## src/sv/ventilator_phase_valve_controller_macros.svh

```systemverilog
// Assertion macros for the controller sequencer (vpvc_ctrl).
// VPVC_ASSERT_IMP: same-cycle implication; VPVC_ASSERT_NXT: next-cycle implication.
`ifndef VENTILATOR_PHASE_VALVE_CONTROLLER_MACROS_SVH
`define VENTILATOR_PHASE_VALVE_CONTROLLER_MACROS_SVH

`ifndef SYNTHESIS
`define VPVC_ASSERT_IMP(lbl, clk, rst_n, ante, cons) \
  lbl: assert property (@(posedge clk) disable iff (!rst_n) (ante) |-> (cons)) \
    else $error("vpvc: same-cycle check failed");
`define VPVC_ASSERT_NXT(lbl, clk, rst_n, ante, cons) \
  lbl: assert property (@(posedge clk) disable iff (!rst_n) (ante) |=> (cons)) \
    else $error("vpvc: next-cycle check failed");
`else
`define VPVC_ASSERT_IMP(lbl, clk, rst_n, ante, cons)
`define VPVC_ASSERT_NXT(lbl, clk, rst_n, ante, cons)
`endif

`endif

```

## src/sv/vpvc_pkg.sv

```systemverilog
package vpvc_pkg;

  // Valve geometry and pressure width
  localparam int CLOSED_ANGLE  = 90;
  localparam int ANGLE_SCALE   = 1;
  localparam int MAX_OPENING   = 45;
  localparam int PRESSURE_BITS = 12;
  localparam int OPEN_ANGLE    = CLOSED_ANGLE + ANGLE_SCALE * MAX_OPENING;
  localparam int MAX_ANGLE     = 180;

  // Inhalation length is (6000 / bpm) / 3, which equals 2000 / bpm
  localparam int LEN_NUM = (60 * 100) / 3;
  localparam int LEN_W   = 11;
  localparam int CNT_W   = $clog2(LEN_W);
  localparam int BPM_W   = 6;

  // Configuration port
  localparam int CFG_AW = 3;
  localparam int CFG_DW = 12;

  localparam logic [CFG_AW-1:0] REG_BPM      = 3'd0;
  localparam logic [CFG_AW-1:0] REG_APERTURE = 3'd1;
  localparam logic [CFG_AW-1:0] REG_MIN_PEEP = 3'd2;
  localparam logic [CFG_AW-1:0] REG_MAX_PLAT = 3'd3;
  localparam logic [CFG_AW-1:0] REG_MAX_PEAK = 3'd4;
  localparam logic [CFG_AW-1:0] REG_FAILSAFE = 3'd5;

  // Item kind carried in in_tuser
  localparam logic CMD_TICK  = 1'b0;
  localparam logic CMD_START = 1'b1;

  // Breathing phase codes
  localparam logic [1:0] PH_INHALE  = 2'd0;
  localparam logic [1:0] PH_PLATEAU = 2'd1;
  localparam logic [1:0] PH_EXHALE  = 2'd2;
  localparam logic [1:0] PH_HOLD    = 2'd3;

  localparam int IN_DW  = 48;
  localparam int OUT_DW = 64;

  typedef enum logic [1:0] {
    ST_IDLE,
    ST_DIV,
    ST_OUT
  } vpvc_state_t;

  // Controller to datapath
  typedef struct packed {
    logic div_start;
    logic load_tick;
    logic load_start;
  } vpvc_cmd_t;

  // Datapath to controller
  typedef struct packed {
    logic start_item;
    logic div_done;
  } vpvc_sts_t;

  // Saturate an angle into 0..180
  function automatic logic [7:0] clamp_angle(input logic signed [9:0] a);
    logic [7:0] r;
    if (a < 10'sd0) r = 8'd0;
    else if (a > 10'(MAX_ANGLE)) r = 8'(MAX_ANGLE);
    else r = a[7:0];
    return r;
  endfunction

endpackage

```

## src/sv/vpvc_div.sv

```systemverilog
// Restoring divider: LEN_NUM / divisor, one quotient bit per cycle
module vpvc_div (
  input  logic                            clk,
  input  logic                            rst_n,
  input  logic                            start,
  input  logic [vpvc_pkg::BPM_W-1:0]      divisor,
  output logic                            done,
  output logic [vpvc_pkg::LEN_W-1:0]      quot
);

  logic                           busy_r, busy_nxt;
  logic                           done_r, done_nxt;
  logic [vpvc_pkg::CNT_W-1:0]     cnt_r, cnt_nxt;
  logic [vpvc_pkg::LEN_W-1:0]     q_r, q_nxt;
  logic [vpvc_pkg::BPM_W-1:0]     rem_r, rem_nxt;
  logic [vpvc_pkg::BPM_W-1:0]     dvs_r, dvs_nxt;
  logic [vpvc_pkg::BPM_W:0]       trial;
  logic                           qbit;

  // One shift-subtract step
  always_comb begin
    trial    = {rem_r, q_r[vpvc_pkg::LEN_W-1]};
    qbit     = (trial >= {1'b0, dvs_r});
    busy_nxt = busy_r;
    done_nxt = 1'b0;
    cnt_nxt  = cnt_r;
    q_nxt    = q_r;
    rem_nxt  = rem_r;
    dvs_nxt  = dvs_r;
    if (start) begin
      busy_nxt = 1'b1;
      cnt_nxt  = '0;
      q_nxt    = vpvc_pkg::LEN_W'(vpvc_pkg::LEN_NUM);
      rem_nxt  = '0;
      // a zero rate counts as one
      dvs_nxt  = (divisor == '0) ? vpvc_pkg::BPM_W'(1) : divisor;
    end else if (busy_r) begin
      q_nxt   = {q_r[vpvc_pkg::LEN_W-2:0], qbit};
      rem_nxt = qbit ? vpvc_pkg::BPM_W'(trial - {1'b0, dvs_r})
                     : trial[vpvc_pkg::BPM_W-1:0];
      cnt_nxt = cnt_r + 1'b1;
      if (cnt_r == vpvc_pkg::CNT_W'(vpvc_pkg::LEN_W - 1)) begin
        busy_nxt = 1'b0;
        done_nxt = 1'b1;
      end
    end
  end

  always_ff @(posedge clk) begin
    if (!rst_n) begin
      busy_r <= 1'b0;
      done_r <= 1'b0;
      cnt_r  <= '0;
    end else begin
      busy_r <= busy_nxt;
      done_r <= done_nxt;
      cnt_r  <= cnt_nxt;
    end
  end

  always_ff @(posedge clk) begin
    q_r   <= q_nxt;
    rem_r <= rem_nxt;
    dvs_r <= dvs_nxt;
  end

  assign done = done_r;
  assign quot = q_r;

endmodule

```

## src/sv/vpvc_datapath.sv

```systemverilog
// Settings, breath state, tick evaluation and the result register
module vpvc_datapath (
  input  logic                              clk,
  input  logic                              rst_n,
  input  logic                              cfg_we,
  input  logic [vpvc_pkg::CFG_AW-1:0]       cfg_addr,
  input  logic [vpvc_pkg::CFG_DW-1:0]       cfg_wdata,
  input  logic [vpvc_pkg::IN_DW-1:0]        in_tdata,
  input  logic                              in_tuser,
  input  vpvc_pkg::vpvc_cmd_t               cmd,
  output vpvc_pkg::vpvc_sts_t               sts,
  output logic [vpvc_pkg::OUT_DW-1:0]       out_tdata
);

  // Settings
  logic [5:0]  bpm_r;
  logic [5:0]  aper_r;
  logic [11:0] min_peep_r;
  logic [11:0] max_plat_r;
  logic [11:0] max_peak_r;
  logic [7:0]  failsafe_r;

  // Breath state
  logic signed [12:0]          peak_r, peak_nxt;
  logic signed [12:0]          plat_r, plat_nxt;
  logic signed [12:0]          peep_r, peep_nxt;
  logic [vpvc_pkg::LEN_W-1:0]  len_r, len_nxt;

  // Result register
  logic [1:0]  res_phase_r, res_phase_nxt;
  logic [7:0]  res_blow_r, res_blow_nxt;
  logic [7:0]  res_pat_r, res_pat_nxt;

  logic [15:0] csec;
  logic [vpvc_pkg::PRESSURE_BITS-1:0] pres;
  logic [7:0]  bpos;
  logic [7:0]  ppos;
  logic signed [12:0] pres_s;
  logic [1:0]  t_phase;
  logic [1:0]  t_phase_out;
  logic [7:0]  t_blow;
  logic [7:0]  t_pat;
  logic        div_done;
  logic [vpvc_pkg::LEN_W-1:0] div_quot;

  assign csec   = in_tdata[15:0];
  assign pres   = in_tdata[27:16];
  assign bpos   = in_tdata[35:28];
  assign ppos   = in_tdata[43:36];
  assign pres_s = $signed({1'b0, pres});

  vpvc_div u_div (
    .clk     (clk),
    .rst_n   (rst_n),
    .start   (cmd.div_start),
    .divisor (bpm_r),
    .done    (div_done),
    .quot    (div_quot)
  );

  assign sts.start_item = (in_tuser == vpvc_pkg::CMD_START);
  assign sts.div_done   = div_done;

  // Settings write
  always_ff @(posedge clk) begin
    if (!rst_n) begin
      bpm_r      <= 6'd20;
      aper_r     <= 6'd45;
      min_peep_r <= 12'd50;
      max_plat_r <= 12'd400;
      max_peak_r <= 12'd450;
      failsafe_r <= 8'd90;
    end else if (cfg_we) begin
      unique case (cfg_addr)
        vpvc_pkg::REG_BPM:      bpm_r      <= cfg_wdata[5:0];
        vpvc_pkg::REG_APERTURE: aper_r     <= cfg_wdata[5:0];
        vpvc_pkg::REG_MIN_PEEP: min_peep_r <= cfg_wdata;
        vpvc_pkg::REG_MAX_PLAT: max_plat_r <= cfg_wdata;
        vpvc_pkg::REG_MAX_PEAK: max_peak_r <= cfg_wdata;
        vpvc_pkg::REG_FAILSAFE: failsafe_r <= cfg_wdata[7:0];
        default: ;
      endcase
    end
  end

  // Evaluate one tick: phase, valve angles, safeguards
  always_comb begin
    if (csec <= {5'b0, len_r}) begin
      t_phase = (pres_s >= peak_r) ? vpvc_pkg::PH_INHALE : vpvc_pkg::PH_PLATEAU;
    end else begin
      t_phase = vpvc_pkg::PH_EXHALE;
    end
    case (t_phase)
      vpvc_pkg::PH_INHALE: begin
        t_blow = vpvc_pkg::clamp_angle($signed(10'(vpvc_pkg::CLOSED_ANGLE))
                 - $signed(10'(vpvc_pkg::ANGLE_SCALE * aper_r)));
        t_pat  = vpvc_pkg::clamp_angle(10'(vpvc_pkg::OPEN_ANGLE));
      end
      vpvc_pkg::PH_PLATEAU: begin
        t_blow = vpvc_pkg::clamp_angle(10'(vpvc_pkg::OPEN_ANGLE));
        t_pat  = vpvc_pkg::clamp_angle(10'(vpvc_pkg::CLOSED_ANGLE));
      end
      default: begin
        t_blow = vpvc_pkg::clamp_angle(10'(vpvc_pkg::OPEN_ANGLE));
        t_pat  = vpvc_pkg::clamp_angle($signed({2'b00, failsafe_r}));
      end
    endcase
    t_phase_out = t_phase;
    // overpeak: step the blower valve closed
    if (pres > max_peak_r) begin
      t_blow = vpvc_pkg::clamp_angle($signed({2'b00, bpos}) - 10'sd2);
    end
    // overplateau: relieve through the patient valve
    if (t_phase == vpvc_pkg::PH_PLATEAU && pres > max_plat_r) begin
      t_pat = vpvc_pkg::clamp_angle($signed({2'b00, ppos}) + 10'sd1);
    end
    // under-PEEP: hold exhalation
    if (pres < min_peep_r) begin
      t_pat       = vpvc_pkg::clamp_angle(10'(vpvc_pkg::CLOSED_ANGLE));
      t_phase_out = vpvc_pkg::PH_HOLD;
    end
  end

  // Update breath state and result
  always_comb begin
    peak_nxt      = peak_r;
    plat_nxt      = plat_r;
    peep_nxt      = peep_r;
    len_nxt       = len_r;
    res_phase_nxt = res_phase_r;
    res_blow_nxt  = res_blow_r;
    res_pat_nxt   = res_pat_r;
    if (cmd.load_tick) begin
      case (t_phase)
        vpvc_pkg::PH_INHALE:  peak_nxt = pres_s;
        vpvc_pkg::PH_PLATEAU: plat_nxt = pres_s;
        default:              peep_nxt = pres_s;
      endcase
      res_phase_nxt = t_phase_out;
      res_blow_nxt  = t_blow;
      res_pat_nxt   = t_pat;
    end else if (cmd.load_start) begin
      peak_nxt      = -13'sd1;
      plat_nxt      = -13'sd1;
      peep_nxt      = -13'sd1;
      len_nxt       = div_quot;
      res_phase_nxt = vpvc_pkg::PH_INHALE;
      res_blow_nxt  = '0;
      res_pat_nxt   = '0;
    end
  end

  always_ff @(posedge clk) begin
    if (!rst_n) begin
      peak_r <= -13'sd1;
      plat_r <= -13'sd1;
      peep_r <= -13'sd1;
      len_r  <= vpvc_pkg::LEN_W'(100);
    end else begin
      peak_r <= peak_nxt;
      plat_r <= plat_nxt;
      peep_r <= peep_nxt;
      len_r  <= len_nxt;
    end
  end

  always_ff @(posedge clk) begin
    res_phase_r <= res_phase_nxt;
    res_blow_r  <= res_blow_nxt;
    res_pat_r   <= res_pat_nxt;
  end

  assign out_tdata = {7'b0, peep_r, plat_r, peak_r, res_pat_r, res_blow_r, res_phase_r};

endmodule

```

## src/sv/vpvc_ctrl.sv

```systemverilog
`include "ventilator_phase_valve_controller_macros.svh"

// Item sequencer: accept, run the divider for a new breath, present the result
module vpvc_ctrl (
  input  logic                  clk,
  input  logic                  rst_n,
  input  logic                  in_tvalid,
  output logic                  in_tready,
  output logic                  out_tvalid,
  input  logic                  out_tready,
  input  vpvc_pkg::vpvc_sts_t   sts,
  output vpvc_pkg::vpvc_cmd_t   cmd
);

  vpvc_pkg::vpvc_state_t state_r, state_nxt;

  always_ff @(posedge clk) begin
    if (!rst_n) begin
      state_r <= vpvc_pkg::ST_IDLE;
    end else begin
      state_r <= state_nxt;
    end
  end

  // Next state and datapath commands
  always_comb begin
    state_nxt  = state_r;
    cmd        = '0;
    in_tready  = 1'b0;
    out_tvalid = 1'b0;
    unique case (state_r)
      vpvc_pkg::ST_IDLE: begin
        in_tready = 1'b1;
        if (in_tvalid) begin
          if (sts.start_item) begin
            cmd.div_start = 1'b1;
            state_nxt     = vpvc_pkg::ST_DIV;
          end else begin
            cmd.load_tick = 1'b1;
            state_nxt     = vpvc_pkg::ST_OUT;
          end
        end
      end
      vpvc_pkg::ST_DIV: begin
        if (sts.div_done) begin
          cmd.load_start = 1'b1;
          state_nxt      = vpvc_pkg::ST_OUT;
        end
      end
      vpvc_pkg::ST_OUT: begin
        out_tvalid = 1'b1;
        if (out_tready) state_nxt = vpvc_pkg::ST_IDLE;
      end
      default: state_nxt = vpvc_pkg::ST_IDLE;
    endcase
  end

  `VPVC_ASSERT_NXT(a_start_divides, clk, rst_n, in_tvalid && in_tready && sts.start_item, state_r == vpvc_pkg::ST_DIV)
  `VPVC_ASSERT_NXT(a_tick_presents, clk, rst_n, in_tvalid && in_tready && !sts.start_item, out_tvalid)
  `VPVC_ASSERT_IMP(a_done_in_div, clk, rst_n, sts.div_done, state_r == vpvc_pkg::ST_DIV)
  `VPVC_ASSERT_NXT(a_result_held, clk, rst_n, out_tvalid && !out_tready, out_tvalid && !in_tready)

endmodule

```

## src/sv/ventilator_phase_valve_controller.sv

```systemverilog
// Breathing-cycle phase and valve controller.
// Input channel (in_*): one item per tick or per breath start. in_tuser says
// which: 0 tick with a measurement, 1 start of a new breath. A tick returns the
// phase, both valve target angles and the recorded peak, plateau and PEEP.
// A breath start clears the recorded pressures to -1 and derives the
// inhalation length, 2000 / breaths_per_minute centiseconds.
// Output channel (out_*): exactly one result item per input item, in order.
// A tick's result is valid the cycle after it is accepted. A breath start
// runs the 11-step restoring divider (one quotient bit per cycle); its done
// flag loads the result register, which is then presented on out_tdata.
// One item is in flight at a time: a new item is accepted only after the
// previous result has been taken.
// When the receiver stalls, the result stays on out_tdata and in_tready stays
// low until it is taken. Reset (rst_n low, synchronous) restores the settings
// to their defaults, the recorded pressures to -1 and the inhalation length
// to 100 centiseconds. Settings are written through cfg_we / cfg_addr /
// cfg_wdata, by the user only while idle; the block does not enforce this.
module ventilator_phase_valve_controller (
  input  logic                              clk,
  input  logic                              rst_n,
  input  logic                              cfg_we,
  input  logic [vpvc_pkg::CFG_AW-1:0]       cfg_addr,
  input  logic [vpvc_pkg::CFG_DW-1:0]       cfg_wdata,
  input  logic                              in_tvalid,
  output logic                              in_tready,
  // centisec_in_cycle[15:0], pressure[27:16], blower_position[35:28],
  // patient_position[43:36], zero fill above
  input  logic [vpvc_pkg::IN_DW-1:0]        in_tdata,
  // command[0]
  input  logic                              in_tuser,
  output logic                              out_tvalid,
  input  logic                              out_tready,
  // phase[1:0], blower_command[9:2], patient_command[17:10],
  // peak_pressure[30:18], plateau_pressure[43:31], peep_pressure[56:44]
  output logic [vpvc_pkg::OUT_DW-1:0]       out_tdata
);

  vpvc_pkg::vpvc_cmd_t cmd;
  vpvc_pkg::vpvc_sts_t sts;

  vpvc_ctrl u_ctrl (
    .clk        (clk),
    .rst_n      (rst_n),
    .in_tvalid  (in_tvalid),
    .in_tready  (in_tready),
    .out_tvalid (out_tvalid),
    .out_tready (out_tready),
    .sts        (sts),
    .cmd        (cmd)
  );

  vpvc_datapath u_dp (
    .clk       (clk),
    .rst_n     (rst_n),
    .cfg_we    (cfg_we),
    .cfg_addr  (cfg_addr),
    .cfg_wdata (cfg_wdata),
    .in_tdata  (in_tdata),
    .in_tuser  (in_tuser),
    .cmd       (cmd),
    .sts       (sts),
    .out_tdata (out_tdata)
  );

endmodule

```

## config.mk

```make
export PLATFORM = sky130hd
export DESIGN_NAME = ventilator_phase_valve_controller
export DESIGN_NICKNAME = d
export VERILOG_FILES = /design/src/sv/vpvc_pkg.sv /design/src/sv/vpvc_div.sv /design/src/sv/vpvc_datapath.sv /design/src/sv/vpvc_ctrl.sv /design/src/sv/ventilator_phase_valve_controller.sv
export VERILOG_INCLUDE_DIRS = /design/src /design/src/sv
export SDC_FILE = /design/constraint.sdc
export NUM_CORES = 1
export LEC_CHECK = 0
export ABC_AREA = 1
export BUFFER_PORTS_ARGS = -buffer_cell sky130_fd_sc_hd__buf_2
export CELL_PAD_IN_SITES_DETAIL_PLACEMENT = 1
export CELL_PAD_IN_SITES_GLOBAL_PLACEMENT = 1
export CORE_UTILIZATION = 30
export CTS_CLUSTER_DIAMETER = 100
export DETAILED_ROUTE_END_ITERATION = 16
export GPL_TIMING_DRIVEN = 0
export HOLD_SLACK_MARGIN = 0.05
export PLACE_DENSITY_LB_ADDON = 0.1
export SETUP_SLACK_MARGIN = 0.05
export SLEW_MARGIN = 10
export SYNTH_ARGS = -nofsm -noshare
export SYNTH_HDL_FRONTEND = slang
export SYNTH_HIERARCHICAL = 1
export SYNTH_SLANG_ARGS = --single-unit
export TNS_END_PERCENT = 5
```

## constraint.sdc

```tcl
create_clock -name clk -period 2.1 [get_ports clk]
set_input_delay 0.42 -clock clk [delete_from_list [all_inputs] [get_ports clk]]
set_output_delay 0.42 -clock clk [all_outputs]
set_load 0.01 [all_outputs]
```

======== After elaboration in Yosys (flattened, before gate mapping) ========
Index checks and enable logic that the tools add are counted.
storage, ports and cells
  bits in registers ....................... 155
  output and inout bits ................... 66
  logic and storage cells ................. 121
cells by class
  $add $sub $neg .......................... 5
  magnitude comparators ................... 13
  equal/unequal tests ..................... 15
  multiplexer cells ....................... 45
  bitwise operators ....................... 3
  reduce and logical (&&, ||, !) cells .... 20
operator list
  kind                                                                               count
  8-bit two-way mux                                                                  14
  13-bit two-way mux                                                                 7
  10-bit by 9-bit greater-than comparator with 1-bit output (second input constant)  3
  10-bit by 1-bit less-than comparator with 1-bit output (second input constant)     3
  12-bit greater-than comparator                                                     2
  2-bit two-way mux                                                                  10
  2-bit AND reduction                                                                10
  16-bit by 11-bit less-or-equal comparator with 1-bit output                        1
  8-bit one-hot mux with 2 select lines                                              1
  13-bit >= comparator                                                               1
  12-bit less-than comparator                                                        1
  1-bit two-way mux                                                                  11
  8-bit by 1-bit adder with 9-bit output (second input constant)                     1
  8-bit by 2-bit subtractor with 9-bit output (second input constant)                1
  8-bit greater-than comparator (second input constant)                              1
  7-bit by 6-bit subtractor with 8-bit output (first input constant)                 1
  7-bit by 6-bit >= comparator with 1-bit output                                     1
  3-bit by 2-bit == test with 1-bit output (second input constant)                   2
  3-bit == test (second input constant)                                              2
  6-bit logical NOT                                                                  1
  6-bit two-way mux                                                                  1
  2-bit by 1-bit inequality test with 1-bit output (second input constant)           3
  2-bit inequality test (second input constant)                                      3
  2-bit one-hot mux with 3 select lines                                              1
  other kinds (14)                                                                   19

======== Depth between registers and ports, before layout ========
  depth in word-level cells ............... 8
  depth in mapped cells ................... 19
  depth with buffers taken out ............ 18

======== By module ========
The synthesis kept the hierarchy.
modules (own cells, without submodules)
  module         times used  cells an instance  area each (um^2)  seq. area each (um^2)
  vpvc_datapath  1           933                6860.3            2662.6
  vpvc_div       1           190                1476.4            640.6
  vpvc_ctrl      1           23                 142.6             40.0

======== Least setup slack after synthesis ========
No wires, ideal clock.
  path type ............................... input-to-reg
  start ................................... in in_tuser
  end ..................................... reg u_dp.res_blow_r[0] (enable)
  arrival time ............................ 1765 ps
  path slack .............................. -39 ps
  stages on the path ...................... 5
  buffers on the path ..................... 2
  path through ............................ buf_4 nor4_1 inv_1 clkbuf_1 nand2_1
RTL lines
  element               line                                     RTL
  from (decl)           ventilator_phase_valve_controller.sv:30  input logic in_tuser,
  to (signal assigned)  vpvc_datapath.sv:169                     res_blow_r <= res_blow_nxt;
  to (decl)             vpvc_datapath.sv:31                      logic [7:0] res_blow_r, res_blow_nxt;

======== Final worst setup path ========
  start ................................... reg u_dp/len_r[9] (netlist bit)
  end ..................................... reg u_dp.plat_r[11]
on the way
  word-level cells in the longest chain between the ends .. 5
RTL lines
  element                                                            line                  RTL
  from (decl)                                                        vpvc_datapath.sv:27   logic [vpvc_pkg::LEN_W-1:0] len_r, len_nxt;
  from (signal assigned)                                             vpvc_datapath.sv:158  len_r <= vpvc_pkg::LEN_W'(100);
  from (signal assigned)                                             vpvc_datapath.sv:163  len_r <= len_nxt;
  16-bit by 11-bit less-or-equal comparator with 1-bit output        vpvc_datapath.sv:88   if (csec <= {5'b0, len_r}) begin
  2-bit two-way mux                                                  vpvc_datapath.sv:88
  2-bit by 1-bit == test with 1-bit output                           vpvc_datapath.sv:134  case (t_phase)
  2-bit by 1-bit inequality test with 1-bit output (no source line)  -
  2-bit AND reduction (no source line)                               -
  to (signal assigned)                                               vpvc_datapath.sv:156  plat_r <= -13'sd1;
  to (signal assigned)                                               vpvc_datapath.sv:161  plat_r <= plat_nxt;
  to (decl)                                                          vpvc_datapath.sv:25   logic signed [12:0] plat_r, plat_nxt;
Every way passes these cells.
A chain may end at the register's enable or synchronous reset.

==> run metrics <==
Crit. Startpoint=u_dp/len_r[9]; via count=~8100; die height=around 170 um; initial core utilization=~30%; Synth Cell Area=between 8000 and 9000 um2; FF+latch count, synth=155; placed cell count=between 1500 and 2000; commonest non-fill, non-tap cells in the layout=nand2_1 (226), inv_1 (133), buf_2 (127), dfxtp_1 (113), nor2_1 (88); Final min period=~2.1 ns; LEAKAGE=5.15 nW; Max Cap Violations=0; Post-DP HPWL=roughly 21000 um; fmax=approximately 480 MHz; CTS tree=yes; most common cell after layout, fill and taps aside=nand2_1; clock share of power=about two fifths; first-pass GRT wire length=~43000 um; DRC violations left=0; Clk Latency, worst-skew pair=approximately 0.43 ns; Critical Path Start Type=register; io pins=135; Synth Flop Type=dfxtp_1; max-slew violations=0; DP Area=approximately 9600 um2; Final Util=40.1%; area leader, netlist=dfxtp_1; Seq/Total Area, Yosys=around two fifths; non-filler cells, final=1716; initial antenna violation count=1; Net Sw Power=~2.4 mW; # H-tree levels=4; Synth area leaders=dfxtp_1 (31%), nand2_1 (11%), ha_1 (10%); Sequential cell area=3370 um2; Setup-failing EPs final=3; vias in the first global route=8279; Final Cell Area=roughly 11000 um2; sequential share of power=~43%; final worst-path setup slack=-0.00478 ns; Pre-antenna DRT Iters=4; Cell Int Power=roughly 5.4 mW; synth-to-layout area growth=31.3%; Worst slew margin=between 50% and 60%; setup_tns=-0.0108 ns; status=complete, but fails checks; layout cells sized above 1=~28%; Synth cell types=between 50 and 60; grt total ovfl=0; GRT Util Overall=19.4%; Max Root-Sink Buffers=2; Yosys Warn Count=6; die width=about 170 um; clock slew at reported path FFs=roughly 0.070 ns; initial DRC count=264; Max IR drop VDD=389 uV; crit end category=register; largest net degree at the start of global routing=19; Detail Route Antenna Nets=0; Tcrit/Tclk final=100%; Worst Setup Path Type=reg2reg; sw frac=30.5%; Worst Max-Slew Pin Slew=0.718 ns; # hold bufs at CTS=0; overall power=slightly below 8 mW; nets=between 1000 and 1500; combinational power share=around 18%; failing checks=setup timing; footprint of the multi-input gates=approximately 5000 um2; Post-synth EDFFs=24; cell count after synthesis=roughly 1100; RR Startpoint=u_dp/len_r[9]; crit path DAT=2.40 ns; Synth async-reset ratio=0%; total CTS buffers=17; Die ar.=28900 um2; RD Place Congestion=0.771; drt total wl=between 20000 and 30000 um; clock root buffer=clkbuf_16; PwrDens=approximately 690 nW/um2; drt via density=between 4 and 5; WL per Instance=roughly 16 um; R2R setup slack=-0.005 ns; Worst Skew=0.0136 ns; RSZ-0062 raised after global routing=true; post-synth top area share=a little under a third; hold_sp=in_tdata[16]; # rows=slightly above 60; syn_area_per_cell=7.40 um2; CP required=between 2 and 2.5 ns; floorplan core area=27800 um2; Clock Sinks=between 150 and 200; IO Port Bufs=122; Fill cells=roughly 3500; HP Class=in2reg; Fin. Hold Viols=0; Critical Path Fanout Max=7
[path summary, 6_finish.rpt]
kind / end / cells after the start
setup / recovery: u_dp/plat_r[11] / 12
hold / removal: u_dp/peep_r[0] / 3
setup reg to reg: u_dp/plat_r[11] / 12
hold reg to reg: u_dp/plat_r[12] / 2
[cells in the mapped netlist (4+ instances only)]
cell and count:
nand2_1 247, xor2_1 5, nand3_1 97, inv_1 153, dfxtp_1 131, nand2_2 7, o22ai_1 15, nor2_1 106
a21oi_1 80, or2_2 12, nor3_1 10, o211ai_1 15, nand4_1 10, buf_4 10, nand3_2 4, buf_2 7
o21ai_0 70, clkbuf_1 27, ha_1 71, edfxtp_1 24
[power groups by stage]
stage | clock network [mW] | logic [mW] | registers (mW)
final | 2.99 | 1.42 | 3.32
after global routing | 3.21 | 1.62 | 3.35
after CTS | 3.08 | 1.37 | 3.32
after detailed placement | 0 | 1.34 | 3.39
after global placement | 0 | 1.31 | 3.39
after floorplan | 0 | 0.880 | 3.37
[area by class of cell]
class                      count  area share, %
multi-input combinational    793           44.5
sequential                   155           30.2
timing repair buffer         153           8.05
inverter                     157           5.32
clock buffer                  20           4.29
tap                          378           4.25
buffer                        47           2.52
clock inverter                12          0.787
antenna                        1         0.0225
[logic make-up (layout without fill, tap and decap cells)]
family                   count (synthesis)  after routing  share of synthesized area [%]
AND/OR/NAND/NOR                        510            510                           26.3
buffers and inverters                  204            389                           9.84
AO/OA/AOI/OAI                          198            198                           13.1
flip-flops                             155            155                           39.4
adder cells (fa/ha/maj)                 72             72                           10.7
XOR/XNOR                                 6              6                          0.620
other                                    1              8                         0.0442
[metal layers]
layer / vias up / part of all wire, % / track usage [%]
li1: 4087 / - / -
met1: 3875 / 48 / 24.4
met2: 97 / 48 / 33.7
met3: 20 / 3.0 / 3.63
met4: 0 / 1.0 / 5.05
met5: - / 0 / 0
[through the flow]
step	hold slack [ns]	setup slack, ns
global route	0.253	-0.122
detailed placement	0.445	-0.995
floorplan	0.433	0.0428
CTS	0.229	-0.0610
finish	0.244	-0.00478
global placement	0.432	-1.62
[worst max-delay path, cell delays in order (launching register included)]
cell and delay [ns]:
dfxtp_2 0.32, inv_2 0.07, ha_4 0.21, a21oi_4 0.16, nor2_2 0.06, nor3_4 0.25, nand2_4 0.11, buf_6 0.13
a21oi_4 0.21, nand2_4 0.14, clkbuf_16 0.20, nand3_2 0.06, nand3_2 0.06
[flip-flops by register name, summed over array words and instances (netlist names), 8 cells and up]
name	count
u_dp/failsafe_r	8
u_dp/plat_r	13
u_dp/max_plat_r	12
u_dp/res_pat_r	8
u_dp/peep_r	13
u_dp/max_peak_r	12
u_dp/len_r	11
u_dp/u_div/quot	11
u_dp/peak_r	13
u_dp/min_peep_r	12
u_dp/res_blow_r	8
[timing repair]
item	CTS	global route
gates resized for setup	55	119
pin swaps	19	51
gates cloned	2	1
setup buffers	14	14
hold endpoints to repair	0	0
setup endpoints to repair	83	89
Power figures use the tool's default switching activity.
